--- src/rtl/ipc_pkg.sv ---
// ----------------------------------------------------------------------------
// ipc_pkg
// Shared types, character codes and helper functions for the infix to
// postfix converter.
// ----------------------------------------------------------------------------
package ipc_pkg;

	localparam int STACK_DEPTH_DEF = 32;

	// Character codes
	localparam logic [7:0] CH_LPAREN = 8'h28;
	localparam logic [7:0] CH_RPAREN = 8'h29;
	localparam logic [7:0] CH_PLUS   = 8'h2B;
	localparam logic [7:0] CH_MINUS  = 8'h2D;
	localparam logic [7:0] CH_STAR   = 8'h2A;
	localparam logic [7:0] CH_SLASH  = 8'h2F;
	localparam logic [7:0] CH_PCT    = 8'h25;
	localparam logic [7:0] CH_CARET  = 8'h5E;
	localparam logic [7:0] CH_SPACE  = 8'h20;
	localparam logic [7:0] CH_NL     = 8'h0A;
	localparam logic [7:0] CH_0      = 8'h30;
	localparam logic [7:0] CH_9      = 8'h39;
	localparam logic [7:0] CH_UA     = 8'h41;
	localparam logic [7:0] CH_UZ     = 8'h5A;
	localparam logic [7:0] CH_LA     = 8'h61;
	localparam logic [7:0] CH_LZ     = 8'h7A;

	// Request kinds
	localparam logic KIND_CHAR = 1'b0;
	localparam logic KIND_END  = 1'b1;

	// Error codes
	localparam logic [1:0] ERR_NONE     = 2'd0;
	localparam logic [1:0] ERR_OVERFLOW = 2'd1;
	localparam logic [1:0] ERR_PAREN    = 2'd2;
	localparam logic [1:0] ERR_INVALID  = 2'd3;

	// Precedence levels; zero means not an operator ('(' included)
	localparam logic [1:0] PREC_NONE = 2'd0;
	localparam logic [1:0] PREC_ADD  = 2'd1;
	localparam logic [1:0] PREC_MUL  = 2'd2;
	localparam logic [1:0] PREC_POW  = 2'd3;

	typedef struct packed {
		logic       kind;
		logic [7:0] symbol;
	} item_t;

	typedef struct packed {
		logic [7:0] out_symbol;
		logic       has_symbol;
		logic [1:0] error_code;
		logic       expression_done;
		logic       last;
	} result_t;

	// Result waiting for its last flag
	typedef struct packed {
		logic [7:0] out_symbol;
		logic       has_symbol;
		logic [1:0] error_code;
		logic       expression_done;
	} pend_t;

	typedef struct packed {
		logic  stage;
		logic  close;
		pend_t data;
	} buf_ctl_t;

	typedef struct packed {
		logic room;
	} buf_sts_t;

	typedef enum logic [1:0] {
		ST_IDLE,
		ST_CHECK,
		ST_TERM,
		ST_FINAL
	} state_t;

	typedef enum logic [1:0] {
		MODE_FLUSH,
		MODE_CLOSE,
		MODE_OPER
	} mode_t;

	function automatic logic [1:0] prec_of(input logic [7:0] c);
		logic [1:0] p;
		case (c)
			CH_PLUS, CH_MINUS:          p = PREC_ADD;
			CH_STAR, CH_SLASH, CH_PCT:  p = PREC_MUL;
			CH_CARET:                   p = PREC_POW;
			default:                    p = PREC_NONE;
		endcase
		return p;
	endfunction

	function automatic logic is_alnum(input logic [7:0] c);
		return c inside {[CH_0:CH_9], [CH_UA:CH_UZ], [CH_LA:CH_LZ]};
	endfunction

	function automatic pend_t mk_sym(input logic [7:0] c);
		pend_t r;
		r.out_symbol      = c;
		r.has_symbol      = 1'b1;
		r.error_code      = ERR_NONE;
		r.expression_done = 1'b0;
		return r;
	endfunction

	function automatic pend_t mk_status(input logic [1:0] err, input logic done);
		pend_t r;
		r.out_symbol      = 8'h00;
		r.has_symbol      = 1'b0;
		r.error_code      = err;
		r.expression_done = done;
		return r;
	endfunction

endpackage

--- src/rtl/ipc_stack_mem.sv ---
// ----------------------------------------------------------------------------
// ipc_stack_mem
// Operator stack storage: one write port, one read port, registered read data.
// ----------------------------------------------------------------------------
module ipc_stack_mem #(
	parameter int DEPTH = ipc_pkg::STACK_DEPTH_DEF,
	parameter int AW    = $clog2(DEPTH)
) (
	input  logic          clk,
	input  logic          wr_en,
	input  logic [AW-1:0] wr_addr,
	input  logic [7:0]    wr_data,
	input  logic          rd_en,
	input  logic [AW-1:0] rd_addr,
	output logic [7:0]    rd_data
);

	logic [7:0] mem [DEPTH];

	// Write entry
	always_ff @(posedge clk) begin
		if (wr_en) begin
			mem[wr_addr] <= wr_data;
		end
	end

	// Read entry; data holds until the next read
	always_ff @(posedge clk) begin
		if (rd_en) begin
			rd_data <= mem[rd_addr];
		end
	end

endmodule

--- src/rtl/ipc_res_buf.sv ---
// ----------------------------------------------------------------------------
// ipc_res_buf
// Result staging: one pending slot that waits until its last flag is known,
// then an output register toward the result channel.
// ----------------------------------------------------------------------------
module ipc_res_buf (
	input  logic              clk,
	input  logic              arst_n,
	input  ipc_pkg::buf_ctl_t ctl,
	output ipc_pkg::buf_sts_t sts,
	output logic              result_valid,
	input  logic              result_ready,
	output ipc_pkg::result_t  result
);

	logic           pend_v_q;
	ipc_pkg::pend_t pend_q;
	logic           out_v_q;
	logic           out_free;
	logic           load_out;
	logic           load_last;

	assign out_free  = !out_v_q || result_ready;
	assign sts.room  = !pend_v_q || out_free;
	assign load_out  = pend_v_q && (ctl.stage || ctl.close);
	assign load_last = ctl.close && !ctl.stage;

	// Track slot occupancy
	always_ff @(posedge clk or negedge arst_n) begin
		if (!arst_n) begin
			pend_v_q <= 1'b0;
			out_v_q  <= 1'b0;
		end else begin
			if (load_out) begin
				out_v_q <= 1'b1;
			end else if (result_ready) begin
				out_v_q <= 1'b0;
			end
			if (ctl.stage) begin
				pend_v_q <= 1'b1;
			end else if (ctl.close) begin
				pend_v_q <= 1'b0;
			end
		end
	end

	// Move payloads
	always_ff @(posedge clk) begin
		if (ctl.stage) begin
			pend_q <= ctl.data;
		end
		if (load_out) begin
			result.out_symbol      <= pend_q.out_symbol;
			result.has_symbol      <= pend_q.has_symbol;
			result.error_code      <= pend_q.error_code;
			result.expression_done <= pend_q.expression_done;
			result.last            <= load_last;
		end
	end

	assign result_valid = out_v_q;

endmodule

--- src/rtl/infix_to_postfix_converter.sv ---
// ----------------------------------------------------------------------------
// infix_to_postfix_converter
// Shunting-yard conversion of an infix character stream into postfix
// characters, with the operator stack held in a synchronous memory.
// ----------------------------------------------------------------------------
//  channel  handshake                    payload            dir
//  item     item_valid / item_ready      ipc_pkg::item_t    request in
//  result   result_valid / result_ready  ipc_pkg::result_t  request out
//
//  A request is taken only while the sequencer is idle. A push or an ignored
//  character completes there; a symbol, a plain error, or an end request on an
//  empty stack or after an error goes to ST_FINAL. ')', operators on a non-empty
//  stack and other end requests read the stack in ST_CHECK, one registered read
//  per entry popped, then ST_TERM if a flush or ')' empties it, then ST_FINAL.
//  Reset is asynchronous and leaves an empty stack; no clearing pass.
//  A stalled result channel stalls the sequencer once both result slots fill.
// ----------------------------------------------------------------------------
module infix_to_postfix_converter #(
	parameter int STACK_DEPTH = ipc_pkg::STACK_DEPTH_DEF
) (
	input  logic             clk,
	input  logic             arst_n,
	input  logic             item_valid,
	output logic             item_ready,
	input  ipc_pkg::item_t   item,
	output logic             result_valid,
	input  logic             result_ready,
	output ipc_pkg::result_t result
);

	localparam int CW = $clog2(STACK_DEPTH + 1);
	localparam int AW = $clog2(STACK_DEPTH);

	ipc_pkg::state_t   st_q, st_d;
	ipc_pkg::mode_t    mode_q, mode_d;
	logic [CW-1:0]     cnt_q, cnt_d;
	logic              err_q, err_d;
	logic [7:0]        sym_q, sym_d;
	ipc_pkg::pend_t    term_q, term_d;

	logic              wr_en;
	logic [AW-1:0]     wr_addr;
	logic [7:0]        wr_data;
	logic              rd_en;
	logic [AW-1:0]     rd_addr;
	logic [7:0]        rd_data;

	ipc_pkg::buf_ctl_t ctl;
	ipc_pkg::buf_sts_t sts;

	logic [CW-1:0]     cnt_m1;
	logic [CW-1:0]     cnt_m2;
	logic              full;
	logic              pop;

	assign cnt_m1 = cnt_q - CW'(1);
	assign cnt_m2 = cnt_q - CW'(2);
	assign full   = (cnt_q >= CW'(STACK_DEPTH));

	// Decide whether the entry just read leaves the stack
	always_comb begin
		case (mode_q)
			ipc_pkg::MODE_FLUSH,
			ipc_pkg::MODE_CLOSE: pop = (rd_data != ipc_pkg::CH_LPAREN);
			ipc_pkg::MODE_OPER:  pop = (ipc_pkg::prec_of(rd_data) >= ipc_pkg::prec_of(sym_q));
			default:             pop = 1'b0;
		endcase
	end

	// State and context registers
	always_ff @(posedge clk or negedge arst_n) begin
		if (!arst_n) begin
			st_q   <= ipc_pkg::ST_IDLE;
			cnt_q  <= '0;
			err_q  <= 1'b0;
			mode_q <= ipc_pkg::MODE_FLUSH;
		end else begin
			st_q   <= st_d;
			cnt_q  <= cnt_d;
			err_q  <= err_d;
			mode_q <= mode_d;
		end
	end

	always_ff @(posedge clk) begin
		sym_q  <= sym_d;
		term_q <= term_d;
	end

	// Sequencer: next state, stack accesses and result staging
	always_comb begin
		st_d       = st_q;
		mode_d     = mode_q;
		cnt_d      = cnt_q;
		err_d      = err_q;
		sym_d      = sym_q;
		term_d     = term_q;
		wr_en      = 1'b0;
		wr_addr    = cnt_q[AW-1:0];
		wr_data    = sym_q;
		rd_en      = 1'b0;
		rd_addr    = cnt_m1[AW-1:0];
		ctl        = '0;
		item_ready = (st_q == ipc_pkg::ST_IDLE);

		case (st_q)
			ipc_pkg::ST_IDLE: begin
				if (item_valid) begin
					sym_d   = item.symbol;
					wr_data = item.symbol;
					if (item.kind == ipc_pkg::KIND_END) begin
						// Close the expression
						if (err_q || cnt_q == '0) begin
							err_d    = 1'b0;
							cnt_d    = '0;
							ctl.stage = 1'b1;
							ctl.data = ipc_pkg::mk_status(ipc_pkg::ERR_NONE, 1'b1);
							st_d     = ipc_pkg::ST_FINAL;
						end else begin
							rd_en  = 1'b1;
							mode_d = ipc_pkg::MODE_FLUSH;
							st_d   = ipc_pkg::ST_CHECK;
						end
					end else if (err_q) begin
						// Drop characters until the end request
					end else if (ipc_pkg::is_alnum(item.symbol)) begin
						ctl.stage = 1'b1;
						ctl.data  = ipc_pkg::mk_sym(item.symbol);
						st_d      = ipc_pkg::ST_FINAL;
					end else if (item.symbol == ipc_pkg::CH_LPAREN) begin
						if (full) begin
							err_d     = 1'b1;
							ctl.stage = 1'b1;
							ctl.data  = ipc_pkg::mk_status(ipc_pkg::ERR_OVERFLOW, 1'b0);
							st_d      = ipc_pkg::ST_FINAL;
						end else begin
							wr_en = 1'b1;
							cnt_d = cnt_q + CW'(1);
						end
					end else if (item.symbol == ipc_pkg::CH_RPAREN) begin
						if (cnt_q == '0) begin
							err_d     = 1'b1;
							ctl.stage = 1'b1;
							ctl.data  = ipc_pkg::mk_status(ipc_pkg::ERR_PAREN, 1'b0);
							st_d      = ipc_pkg::ST_FINAL;
						end else begin
							rd_en  = 1'b1;
							mode_d = ipc_pkg::MODE_CLOSE;
							st_d   = ipc_pkg::ST_CHECK;
						end
					end else if (ipc_pkg::prec_of(item.symbol) != ipc_pkg::PREC_NONE) begin
						if (cnt_q == '0) begin
							wr_en = 1'b1;
							cnt_d = cnt_q + CW'(1);
						end else begin
							rd_en  = 1'b1;
							mode_d = ipc_pkg::MODE_OPER;
							st_d   = ipc_pkg::ST_CHECK;
						end
					end else if (item.symbol == ipc_pkg::CH_SPACE ||
						     item.symbol == ipc_pkg::CH_NL) begin
						// Ignore white space
					end else begin
						err_d     = 1'b1;
						ctl.stage = 1'b1;
						ctl.data  = ipc_pkg::mk_status(ipc_pkg::ERR_INVALID, 1'b0);
						st_d      = ipc_pkg::ST_FINAL;
					end
				end
			end

			ipc_pkg::ST_CHECK: begin
				// Hold the read entry until a result slot frees up
				if (sts.room) begin
					if (pop) begin
						ctl.stage = 1'b1;
						ctl.data  = ipc_pkg::mk_sym(rd_data);
						cnt_d     = cnt_m1;
						if (cnt_q == CW'(1)) begin
							case (mode_q)
								ipc_pkg::MODE_FLUSH: begin
									term_d = ipc_pkg::mk_status(ipc_pkg::ERR_NONE, 1'b1);
									st_d   = ipc_pkg::ST_TERM;
								end
								ipc_pkg::MODE_CLOSE: begin
									err_d  = 1'b1;
									term_d = ipc_pkg::mk_status(ipc_pkg::ERR_PAREN, 1'b0);
									st_d   = ipc_pkg::ST_TERM;
								end
								default: begin
									// Push the operator onto the emptied stack
									wr_en   = 1'b1;
									wr_addr = cnt_m1[AW-1:0];
									cnt_d   = cnt_q;
									st_d    = ipc_pkg::ST_FINAL;
								end
							endcase
						end else begin
							rd_en   = 1'b1;
							rd_addr = cnt_m2[AW-1:0];
						end
					end else begin
						case (mode_q)
							ipc_pkg::MODE_FLUSH: begin
								// Unmatched '(' at flush
								cnt_d     = '0;
								ctl.stage = 1'b1;
								ctl.data  = ipc_pkg::mk_status(ipc_pkg::ERR_PAREN, 1'b1);
							end
							ipc_pkg::MODE_CLOSE: begin
								// Drop the matching '('
								cnt_d = cnt_m1;
							end
							default: begin
								if (full) begin
									err_d     = 1'b1;
									ctl.stage = 1'b1;
									ctl.data  = ipc_pkg::mk_status(ipc_pkg::ERR_OVERFLOW, 1'b0);
								end else begin
									wr_en = 1'b1;
									cnt_d = cnt_q + CW'(1);
								end
							end
						endcase
						st_d = ipc_pkg::ST_FINAL;
					end
				end
			end

			ipc_pkg::ST_TERM: begin
				if (sts.room) begin
					ctl.stage = 1'b1;
					ctl.data  = term_q;
					st_d      = ipc_pkg::ST_FINAL;
				end
			end

			ipc_pkg::ST_FINAL: begin
				// Release the pending result as the last one of this request
				if (sts.room) begin
					ctl.close = 1'b1;
					st_d      = ipc_pkg::ST_IDLE;
				end
			end

			default: begin
				st_d = ipc_pkg::ST_IDLE;
			end
		endcase
	end

	ipc_stack_mem #(
		.DEPTH (STACK_DEPTH),
		.AW    (AW)
	) u_mem (
		.clk     (clk),
		.wr_en   (wr_en),
		.wr_addr (wr_addr),
		.wr_data (wr_data),
		.rd_en   (rd_en),
		.rd_addr (rd_addr),
		.rd_data (rd_data)
	);

	ipc_res_buf u_buf (
		.clk          (clk),
		.arst_n       (arst_n),
		.ctl          (ctl),
		.sts          (sts),
		.result_valid (result_valid),
		.result_ready (result_ready),
		.result       (result)
	);

endmodule

--- config.mk ---
export PLATFORM = sky130hd
export DESIGN_NAME = infix_to_postfix_converter
export DESIGN_NICKNAME = d
export VERILOG_FILES = /design/src/rtl/ipc_pkg.sv /design/src/rtl/ipc_stack_mem.sv /design/src/rtl/ipc_res_buf.sv /design/src/rtl/infix_to_postfix_converter.sv
export SDC_FILE = /design/constraint.sdc
export NUM_CORES = 1
export LEC_CHECK = 0
export BUFFER_PORTS_ARGS = -buffer_cell sky130_fd_sc_hd__buf_2
export CORE_MARGIN = 2
export CORE_UTILIZATION = 50
export DETAILED_ROUTE_END_ITERATION = 10
export PLACE_DENSITY = 0.68
export SLEW_MARGIN = 20
export SYNTH_ARGS = -nofsm -noshare
export SYNTH_HDL_FRONTEND = slang
export SYNTH_SLANG_ARGS = --single-unit
--- constraint.sdc ---
create_clock -name clk -period 3.85 [get_ports clk]
set_input_delay 0 -clock clk [delete_from_list [all_inputs] [get_ports clk]]
set_output_delay 0 -clock clk [all_outputs]
set_load 0.1 [all_outputs]
### Yosys cells after proc, flatten, opt, wreduce, memory -nomap -nowiden

Memory sizes are Yosys's and may differ from the RTL's. A register that Yosys moved wholly into a read port is not among the register bits.
Index checks and enable logic that the tools add are counted.

* latch bits: 0
* output and inout port bits: 15
* logic and storage cells: 266
* ROM bits: 0
* memories kept: 1
* input port bits: 13
* bits in registers: 58
* RAM bits: 256

* bitwise operators: 0
* add/sub/neg operators: 3
* muxes and demuxes: 146
* multipliers: 0
* shift operators: 0
* equal/unequal tests: 53
* magnitude comparators: 8
* reductions and logical operators: 35
* divide/modulo/power cells: 0

Memories
* u_mem.mem: words 32, bits a word 8, rd ports 1, clocked after Yosys merged registers in 1, write ports 1, line ipc_stack_mem.sv:18 `logic [7:0] mem [DEPTH];`

Operators with widths (count)
* 8-bit by 6-bit equality test with 1-bit output, second input constant: 18
* 12-bit 2-to-1 mux: 9
* 6-bit 2-to-1 mux: 14
* 2-bit 2-to-1 mux: 35
* 1-bit 2-to-1 mux: 59
* 12-bit one-hot mux with 2 select lines: 2
* 5-bit 2-to-1 mux: 9
* 12-bit one-hot mux with 3 select lines: 1
* 8-bit by 7-bit equality test with 1-bit output, second input constant: 3
* 3-bit != test, second input constant: 8
* 6-bit one-hot mux with 2 select lines: 2
* 2-bit one-hot mux with 3 select lines: 3
* 9-bit AND reduction: 2
* 8-bit by 7-bit greater-or-equal comparator with 1-bit output, second input constant: 2
* 8-bit by 7-bit <= comparator with 1-bit output, second input constant: 2
* 8-bit 2-to-1 mux: 2
* 2-bit != test, second input constant: 8
* 7-bit != test, second input constant: 2
* 1-bit one-hot mux with 2 select lines: 5
* 10-bit AND reduction: 1
* 2-bit nonzero test: 5
* 3-bit 2-to-1 mux: 3
* 3-bit OR reduction: 3
* 8-bit by 4-bit equality test with 1-bit output, second input constant: 1
* other kinds (26): 46

### Logic depth before layout (Yosys ltp)

* depth after elaboration: 22
* depth in mapped cells: 19
* gate-level depth less buffers: 15

### Cells and area by module

From an unflattened synthesis, not the netlist that was laid out.

* cells, all modules: 769
* area total of the unflattened synthesis: 13431.6 µm²

Modules (own cells, without submodules)
* ipc_stack_mem: seq. area each 7927.6 µm², cells an instance 417, area an instance 10133.5 µm², instances 1
* infix_to_postfix_converter: seq. area each 495.5 µm², cells an instance 318, area an instance 2457.4 µm², instances 1
* ipc_res_buf: seq. area each 800.8 µm², cells an instance 34, area an instance 840.8 µm², instances 1

### Worst setup path before layout

OpenSTA, ideal clock, no wires.

* path type: register to register
* from: reg sym_q[4]
* to: reg u_mem.rd_data[6] (read register of u_mem.mem) (data pin)
* data required time: 3.578 ns
* clock period less this slack: 3.764 ns
* setup slack: 0.086 ns
* setup time: 0.272 ns
* stages on the path, launching flop included: 16
* buffers on the path: 1
* data arrival time: 3.492 ns
* cells stage by stage: dfxtp_1 -> nor4b_1 -> nand2_1 -> or3_1 -> o21ai_0 -> a22oi_1 -> ha_1 -> or3b_4 -> o211a_2 -> o311a_1 -> and2_4 -> buf_6 -> mux2i_1 -> a32oi_1 -> and4_1 -> or4_1

* word-level cells in the longest chain between the ends: 9
* elaborated cells between the ends (all ways): 18
* classes of those cells: order compare (1); eq/ne (6); mux (9); reduce/logical (2)

Ends and longest elaborated chain
* from (decl): line infix_to_postfix_converter.sv:38 `logic [7:0] sym_q, sym_d;`
* from (signal assigned): line infix_to_postfix_converter.sv:86 `sym_q <= sym_d;`
* 8-bit by 6-bit equality test with 1-bit output: line ipc_pkg.sv:90 `case (c)`
* 3-bit OR reduction / 2-bit OR reduction (equally long branches): line ipc_pkg.sv:90
* 2-bit one-hot mux with 3 select lines (*): line ipc_pkg.sv:90
* 2-bit 2-to-1 mux (*): line infix_to_postfix_converter.sv:62 `case (mode_q)`
* 2-bit greater-or-equal comparator (*): line infix_to_postfix_converter.sv:65 `ipc_pkg::MODE_OPER: pop = (ipc_pkg::prec_of(rd_data) >= ipc_pkg::prec_of(sym_q));`
* 1-bit one-hot mux with 2 select lines (*): line infix_to_postfix_converter.sv:62
* 1-bit 2-to-1 mux / 5-bit 2-to-1 mux (equally long branches): line infix_to_postfix_converter.sv:175 `if (pop) begin`
* 1-bit 2-to-1 mux / 5-bit 2-to-1 mux (equally long branches): line infix_to_postfix_converter.sv:174 `if (sts.room) begin`
* 1-bit one-hot mux with 2 select lines / 5-bit 2-to-1 mux (equally long branches): line infix_to_postfix_converter.sv:106 `case (st_q)`
* to (decl): line ipc_stack_mem.sv:15 `output logic [7:0] rd_data`

Mark *: on every way between the ends. The rest lies on a longest branch, timed or not. The select of a mux whose other input is x is not followed.
A chain may end at the register's enable or synchronous reset.

### Final worst setup path

* from: reg u_mem.rd_data[7] (read register of u_mem.mem)
* to: reg u_mem.rd_data[6] (read register of u_mem.mem) (data pin)

* word-level cells in the longest chain between the ends: 9
* elaborated cells between the ends (all ways): 19
* classes of those cells: order compare (1); eq/ne (7); mux (9); reduce/logical (2)

Ends and longest elaborated chain (line)
* 8-bit by 6-bit equality test with 1-bit output: ipc_pkg.sv:90
* 3-bit OR reduction / 2-bit OR reduction (equally long branches): ipc_pkg.sv:90
* 2-bit one-hot mux with 3 select lines: ipc_pkg.sv:90
* 2-bit 2-to-1 mux: infix_to_postfix_converter.sv:62
* 2-bit greater-or-equal comparator: infix_to_postfix_converter.sv:65
* 1-bit one-hot mux with 2 select lines (*): infix_to_postfix_converter.sv:62
* 1-bit 2-to-1 mux / 5-bit 2-to-1 mux (equally long branches): infix_to_postfix_converter.sv:175
* 1-bit 2-to-1 mux / 5-bit 2-to-1 mux (equally long branches): infix_to_postfix_converter.sv:174
* 1-bit one-hot mux with 2 select lines / 5-bit 2-to-1 mux (equally long branches): infix_to_postfix_converter.sv:106

Marked as above.

==> flow_summary.toml <==
[status]
status = "complete, but fails checks"
failed_checks = "setup timing"

[yosys]
synth_edf_count = 291
synth_nets = 1039
synth.largest_area_cell = "edfxtp_1"
async_flop_share_pct = 4.17
synth-main-ff-cell = "edfxtp_1"
ys_seq_area_share_pct = 67.8
yosysUniqueCellTypes = 80
synth_seq_cells = 312
yosys.cell_count.top_type = "edfxtp_1"
synth_top_cells_by_count = "edfxtp_1, nand2_1, mux2i_1"
syn_area_per_cell_um2 = 13.4
netlist.area_leader.share_pct = 64.3
netlist_instances = 1013
synthTopCellsByArea = "edfxtp_1, nand2_1, mux2i_1, dfrtp_1, a32oi_1"
ys_warn_count = 0
netlist_area_um2 = 13600

[routing]
drtAntennaViolNets = 0
first_pass_iters = 5
drc = 0
wire_per_inst_um = 21.5
postRouteWirelength_um = 33400
vias = 9243
drt_iter0_drc = 877
routed_via_density = 5.94

[final_layout]
regArea_um2 = 9230
multiInputGateArea_um2 = 4370
layout-drive-gt1-share_pct = 26.7
diodes = 0
fill_cells = 1957
fin_util_pct = 62.9
syn2layout_area_growth_pct = 23.9
finalNonFillerCells = 1556
final_nets = 1216

[place]
place_congestion = 0.936
dp_cells = 1465
hpwlAfterDp_um = 21400
io_buffers = 27

[timing]
rsz0062_at_grt = "yes"
finalWorstSetupSlack_ns = -0.269
fin_setup_tns_ns = -1.57
skew_ns = 0.0196
drv_slew = 0
min_period_ns = 4.12
max_freq_mhz = 243
setup_viol = 8
period_share_pct = 107
max_slew.worst_pin.slew_ns = 0.881
maxSlewHeadroom_pct = 41.3
finalHoldViolCount = 0

[global_routing]
grt_pass1_wl_um = 51600
grt-ovfl-total = 0
antenna_found_initial = 0
grt_pass1_vias = 9165
track_usage_pct = 23.5
grt_max_degree = 34

[clocking]
clk_latency_ns = 0.53
clkTransAtPathRegs_ns = 0.07
clockRootBuffer = "clkbuf_16"
clock_path_buffers = 3
numCtsBuffers = 34
cts_tree = "yes"
cts_max_level = 2
cts.sinks = 312

[floorplanning]
die_w_um = 169
dieArea_um2 = 28500
row_count = 60
die_h_um = 169
ioPinCount = 28
core_um2 = 26800
start_util_pct = 50.7

[setup_path]
path_class = "flip-flop to flip-flop"
cp.required_ns = 4.12
reg2reg_slack_ns = -0.27
timing.rr.start = "u_mem.rd_data[7]"
reg2reg_depth = 18
worstReg2RegEnd = "u_mem.rd_data[6]"
cp-endpoint = "u_mem.rd_data[6]"
arrival_ns = 4.39
critPathLaunch = "u_mem.rd_data[7]"
critPathMaxFanout = 17
end_kind = "flip-flop"
cp-start-kind = "flip-flop"

[hold_path]
worst_hold_path_type = "primary input to flip-flop"

[flow_run]
maxCapViolCount = 0
routing by layer:
metal	global-route usage [%]	vias up	share of wire, %
met3	3.18	79	5.8
met2	39.3	363	48
met4	9.60	0	3.6
met5	0	-	0
li1	-	4272	-
met1	31.4	4529	42
through the flow:
| stage | hold slack [ns] | area (µm²) | worst slack [ns] |
|---|---|---|---|
| after floorplan | -0.296 | 13600 | 0.0862 |
| after global placement | -0.0897 | 15100 | -0.365 |
| after detailed placement | -0.0871 | 15100 | -0.444 |
| after CTS | 0.0836 | 16600 | -0.176 |
| after global routing | 0.141 | 16800 | -0.380 |
| final | 0.108 | 16800 | -0.269 |
sequential cells by signal (all words and copies together), names as in the netlist, 2 cells and up:
signal	cells
cnt_q	6
mode_q	2
st_q	2
sym_q	8
term_q	2
u_buf.pend_q	12
u_buf.result	13
u_mem.mem	256
u_mem.rd_data	8
repair_timing:
item,in CTS,in global routing
setup endpoints to repair,116,292
endpoints found under the hold margin,25,0
hold buffers,13,0
resized for setup,32,51
setup buffers,8,9
pin swaps,7,10
cell usage in the layout, fill, tap and decap left out, types with 6 or more instances in the layout:
cell           Yosys  final
buf_6              4      9
buf_4              7    140
nor2_1            62     53
a32o_1             7      6
clkinv_1           1      8
buf_12             0     11
buf_2             17     27
clkbuf_16          0     34
dfrtp_1           13     13
ha_1              13     12
a22oi_1           11     10
nand2_1          171    170
o21ai_0           14     12
edfxtp_1         291    291
a31oi_1           29     29
mux2i_1           63     52
a21oi_1           23     23
dlygate4sd3_1      0     13
mux2i_2            0      7
a22o_1             6      6
a32oi_1           31     27
mux2_2             8      8
nand3_1           45     44
inv_1             16     16
dfxtp_1            8      7
nor2_2             0      6
nor3_1             9      8
a221oi_2           1     18
final cells by class:
| type | count | area share, % |
|---|---|---|
| clock buffer | 39 | 5.16 |
| clock inverter | 22 | 1.50 |
| inverter | 17 | 0.379 |
| multi-input combinational | 625 | 26.0 |
| sequential | 312 | 54.8 |
| tap | 341 | 2.53 |
| timing repair buffer | 200 | 9.72 |
logic make-up after synthesis:
| logic type | count (synthesis) | share of synthesized area [%] |
|---|---|---|
| AO/OA/AOI/OAI | 195 | 11.0 |
| XOR/XNOR | 6 | 0.442 |
| adder cells (fa/ha/maj) | 13 | 1.20 |
| buffers and inverters | 76 | 2.68 |
| flip-flops | 312 | 67.8 |
| multiplexers | 71 | 5.30 |
| AND/OR/NAND/NOR | 340 | 11.6 |
worst min path at each step:
stage          startpoint        endpoint  slack (ns)  depth (start not counted)
6_report          item[7]       mode_q[1]        0.11                          5
3_5_place_dp       arst_n  u_buf.pend_v_q       -0.09                          1
4_1_cts           item[7]       mode_q[1]        0.08                          5
3_3_place_gp       arst_n  u_buf.pend_v_q       -0.09                          1
2_1_floorplan      arst_n        cnt_q[0]       -0.30                          0
5_1_grt           item[7]       mode_q[1]        0.14                          5
worst max-delay path, stage by stage, from the launching register on:
cell,delay (ns)
edfxtp_1,0.49
nor4b_4,0.37
nand3_1,0.11
o21ai_1,0.09
nand2_1,0.06
o21ai_0,0.07
nand2_1,0.08
ha_1,0.30
or3b_4,0.40
o211a_2,0.15
o311a_1,0.36
and2_4,0.21
buf_12,0.17
buf_12,0.15
nand2_1,0.06
a32o_1,0.18
nor4_1,0.06
buf_4,0.17
or4_1,0.39
Power is not shown: default switching activity piles up to over one toggle a cycle in this logic, so the estimate is an artifact.
